File: config.mk
export PLATFORM = sky130hd
export DESIGN_NAME = sus_cell
export DESIGN_NICKNAME = d
export VERILOG_FILES = /design/src/rtl/sus_pkg.sv /design/src/rtl/sus_cell.sv
export SDC_FILE = /design/constraint.sdc
export NUM_CORES = 1
export LEC_CHECK = 0
export BUFFER_PORTS_ARGS = -buffer_cell sky130_fd_sc_hd__buf_2
export CORE_MARGIN = 3
export CORE_UTILIZATION = 53
export DETAILED_ROUTE_END_ITERATION = 10
export GPL_ROUTABILITY_DRIVEN = 0
export PLACE_DENSITY = 0.88
export SKIP_CTS_REPAIR_TIMING = 1
export SLEW_MARGIN = 20
export SYNTH_ARGS = -nofsm -noshare
export SYNTH_HDL_FRONTEND = slang
export SYNTH_SLANG_ARGS = --single-unit
File: constraint.sdc
create_clock -name i_clk -period 6 [get_ports i_clk]
set_clock_uncertainty 0.2 [all_clocks]
set_input_delay 0.9 -clock i_clk [delete_from_list [all_inputs] [get_ports i_clk]]
set_output_delay 0.9 -clock i_clk [all_outputs]
set_load 0.1 [all_outputs]
File: src/rtl/sus_pkg.sv
// ----------------------------------------------------------------------------
// sus_pkg - shared definitions for the sorted unique set
// Field widths, request and status codes, and the cell control struct.
// ----------------------------------------------------------------------------
package sus_pkg;

    localparam int CAPACITY_DEF = 256;

    localparam int KIND_W   = 2;
    localparam int VALUE_W  = 32;
    localparam int INDEX_W  = 8;
    localparam int STATUS_W = 3;
    localparam int POS_W    = 9;
    localparam int COUNT_W  = 9;

    localparam logic [KIND_W-1:0] KIND_INSERT = 2'd0;
    localparam logic [KIND_W-1:0] KIND_READ   = 2'd1;
    localparam logic [KIND_W-1:0] KIND_CLEAR  = 2'd2;

    localparam logic [STATUS_W-1:0] ST_INSERTED = 3'd0;
    localparam logic [STATUS_W-1:0] ST_PRESENT  = 3'd1;
    localparam logic [STATUS_W-1:0] ST_FULL     = 3'd2;
    localparam logic [STATUS_W-1:0] ST_RANGE    = 3'd3;
    localparam logic [STATUS_W-1:0] ST_OK       = 3'd4;

    typedef struct packed {
        logic eval;   // capture compare flags and read tap
        logic shift;  // apply an insert across the row
    } t_cell_ctl;

endpackage

File: src/rtl/sus_cell.sv
// ----------------------------------------------------------------------------
// sus_cell - one storage cell of the sorted set
// Holds one entry, compares it with the request value and takes the insert
// value or its left neighbour's entry when an insert shifts the row up.
// ----------------------------------------------------------------------------
module sus_cell (
    input  logic                         i_clk,
    input  sus_pkg::t_cell_ctl           i_ctl,
    input  logic [sus_pkg::VALUE_W-1:0]  i_value,
    input  logic                         i_valid,
    input  logic                         i_sel,
    input  logic [sus_pkg::VALUE_W-1:0]  i_left_entry,
    input  logic                         i_left_lt,
    output logic [sus_pkg::VALUE_W-1:0]  o_entry,
    output logic                         o_lt,
    output logic                         o_eq,
    output logic [sus_pkg::VALUE_W-1:0]  o_rd
);

    logic [sus_pkg::VALUE_W-1:0] r_entry;
    logic                        r_lt;
    logic                        r_eq;
    logic [sus_pkg::VALUE_W-1:0] r_rd;

    always_ff @(posedge i_clk) begin
        if (i_ctl.eval) begin
            r_lt <= i_valid && (r_entry < i_value);
            r_eq <= i_valid && (r_entry == i_value);
            r_rd <= i_sel ? r_entry : '0;
        end
        // keep smaller entries, otherwise take the new value or move up
        if (i_ctl.shift && !r_lt) begin
            r_entry <= i_left_lt ? i_value : i_left_entry;
        end
    end

    assign o_entry = r_entry;
    assign o_lt    = r_lt;
    assign o_eq    = r_eq;
    assign o_rd    = r_rd;

endmodule

==> flow_metrics.env <==
export IMPL_syn_avg_cell_area_sq_um=13.6
export IMPL_worst_pin_slew_ps=983
export IMPL_yosysTopAreaCell="edfxtp_1"
export IMPL_holdWs_ps=388
export IMPL_cp_required_ps=5960
export IMPL_final_area_sq_um=4320
export IMPL_numCtsBuffers=9
export IMPL_p_clk_share_pct=25.2
export IMPL_die_y_um=86.3
export IMPL_syn_inst=251
export IMPL_boundaryPins=136
export IMPL_first_pass_iters=4
export IMPL_synth_net_count=353
export IMPL_dp_cells=454
export IMPL_p_total_mw=1.21
export IMPL_fin_util_pct=70.8
export IMPL_synth_cell_types=29
export IMPL_met3_usage_pct=4.85
export IMPL_status="finished clean"
export IMPL_diodes=0
export IMPL_gr_usage_met1_pct=25.6
export IMPL_fin_crit_ps=2390
export IMPL_end_kind="flop"
export IMPL_met2_usage_pct=38.0
export IMPL_grt_max_degree=35
export IMPL_setup_tns_final_ps=0
export IMPL_report_final_setup_viol=0
export IMPL_num_rows=28
export IMPL_async_flop_share_pct=0
export IMPL_hold_class="reg2reg"
export IMPL_slew_headroom_pct=34.3
export IMPL_postPlaceCellArea_sq_um=4170
export IMPL_h_tree_depth=3
export IMPL_start_kind="input port"
export IMPL_clk_latency_ps=320
export IMPL_switching_power_uw=445
export IMPL_final_cells=470
export IMPL_synthFlopType="edfxtp_1"
export IMPL_num_nets_final=492
export IMPL_clk_pin_slew_ps=70
export IMPL_drive_gt1_share_pct=45.8
export IMPL_grt_total_usage_pct=21.5
export IMPL_dr_total_vias=2442
export IMPL_p_int_uw=765
export IMPL_cts_root_buf="clkbuf_8"
export IMPL_die_width_um=86.3
export IMPL_ctsLongestPathBuffers=2
export IMPL_synth_edf_count=66
export IMPL_setup_ws_ps=3610
export IMPL_swShare_pct=36.8
export IMPL_dp_slack_ps=3350
export IMPL_wl_per_cell_um=16.7
export IMPL_portBuffers=135
export IMPL_cts_sinks=66
export IMPL_area_growth_pct=26.3
export IMPL_dieArea_sq_um=7450
export IMPL_synthTopCellsByArea="edfxtp_1 58%, ha_1 12%, mux2_2 9.9%, and2_1 5.9%, inv_1 3.5%"
export IMPL_synth_yosys_seq_area_share_pct=58.0
export IMPL_antenna_left=0
export IMPL_rsz0062_at_grt="false"
export IMPL_grt_overflow=0
export IMPL_power_leakage_nw=2.01
export IMPL_ys_seq_elements=66
export IMPL_critPathKind="in2reg"
export IMPL_max_freq_mhz=419
export IMPL_cts_tree="built"
export IMPL_dr_first_iter_drc_count=65
export IMPL_syn_area_sq_um=3420
export IMPL_power_frac_comb_pct=28.8
export IMPL_grt_pass1_vias=2610
export IMPL_yosysWarnings=0
export IMPL_min_period_over_period_pct=39.8
export IMPL_ir_drop_mv=0.154
export IMPL_drt_total_wl_um=7850
export IMPL_core_sq_um=6100
export IMPL_hold_viol_final=0
export IMPL_critPathArrivalTime_ps=2350
export IMPL_seqPwrFrac_pct=46.0
export IMPL_drc=0
export IMPL_drv_cap=0
export IMPL_dp_hpwl_um=5840
export IMPL_start_util_pct=56.1
export IMPL_via_per_inst=5.20
export IMPL_power_per_cell_area_nw_per_um2=280
export IMPL_grt_busiest_layer="met2"
export IMPL_antenna_found_initial=0
export IMPL_grt_pass1_wl_um=12300
export IMPL_synth_top_cell_area_share_pct=58.0
export IMPL_path_max_fanout=2
export IMPL_maxSlewViolCount=0
## flip-flops by register name, indices dropped and copies added, names as in the netlist
signal / flops
o_rd: 32
o_entry: 32
o_lt: 1
o_eq: 1
## layer usage
| layer | vias up | wire, um |
|---|---|---|
| met1 | 1157 | 3190 |
| met3 | 12 | 456 |
| met2 | 83 | 4080 |
| met5 | - | 0 |
| met4 | 0 | 119 |
| li1 | 1190 | - |
## layout by cell type (no fill, tap or decap), drive strengths merged
master / netlist / routed
inv: 32 / 32
nand3: 1 / 1
and2: 32 / 32
a21oi: 11 / 11
nor2: 3 / 3
a21o: 3 / 3
o21a: 2 / 2
clkinv: 0 / 6
nand4b: 1 / 1
a211oi: 2 / 2
o211ai: 1 / 1
ha: 32 / 32
nor4: 4 / 4
nand4: 7 / 7
o21ai: 3 / 3
o211a: 1 / 1
edfxtp: 66 / 66
mux2: 32 / 32
nor2b: 3 / 3
nand2: 6 / 6
buf: 3 / 135
clkbuf: 4 / 10
a2bb2oi: 1 / 1
o221a: 1 / 1
## synthesized netlist by cell type (2+ instances only)
cell and count:
inv_1 32, nand4_1 6, nand2_1 6, ha_1 32
mux2_1 2, mux2_2 30, nor4_2 2, o21a_1 2
o21ai_0 2, buf_2 3, a21oi_1 11, and2_1 32
a21o_1 3, clkbuf_1 4, nor4_1 2, edfxtp_1 66
nor2_1 3, nor2b_1 2
## power by group through the flow
| stage | clock (mW) | sequential [mW] | combinational, mW |
|---|---|---|---|
| after floorplan | 0 | 0.759 | 0.0771 |
| after global placement | 0 | 0.566 | 0.341 |
| after detailed placement | 0 | 0.567 | 0.348 |
| after CTS | 0.309 | 0.557 | 0.349 |
| after global routing | 0.324 | 0.560 | 0.366 |
| final | 0.305 | 0.557 | 0.348 |
## layout make-up
| cell class | instances | area, sq um |
|---|---|---|
| Sequential cell | 66 | 1980 |
| Fill cell | 443 | 1780 |
| Multi-Input combinational cell | 146 | 1290 |
| Timing Repair Buffer | 135 | 676 |
| Clock buffer | 10 | 128 |
| Inverter | 32 | 120 |
| Tap cell | 75 | 93.8 |
| Clock inverter | 6 | 23.8 |
## worst paths after layout
| path | endpoint | cells after the start | slack [ps] | from |
|---|---|---|---|---|
| setup reg to reg | o_lt | 6 | 3880 | o_entry[13] |
| setup / recovery | o_lt | 8 | 3610 | i_value[13] |
| hold reg to reg | o_rd[26] | 1 | 390 | o_entry[26] |
| hold / removal | o_rd[26] | 1 | 390 | o_entry[26] |
## kinds of logic after synthesis
kind of cell | share of synthesized area [%]
flip-flops | 58.0
AND/OR/NAND/NOR | 10.6
buffers and inverters | 4.39
multiplexers | 10.5
adder cells (fa/ha/maj) | 11.7
AO/OA/AOI/OAI | 4.83
## critical path: stages
cell      delay (ps)
buf_2             90
inv_1             40
ha_1             320
a21oi_1          170
nor2_1            70
a211oi_1         360
o211ai_1         190
a211oi_2         200
Power figures use the tool's default switching activity.
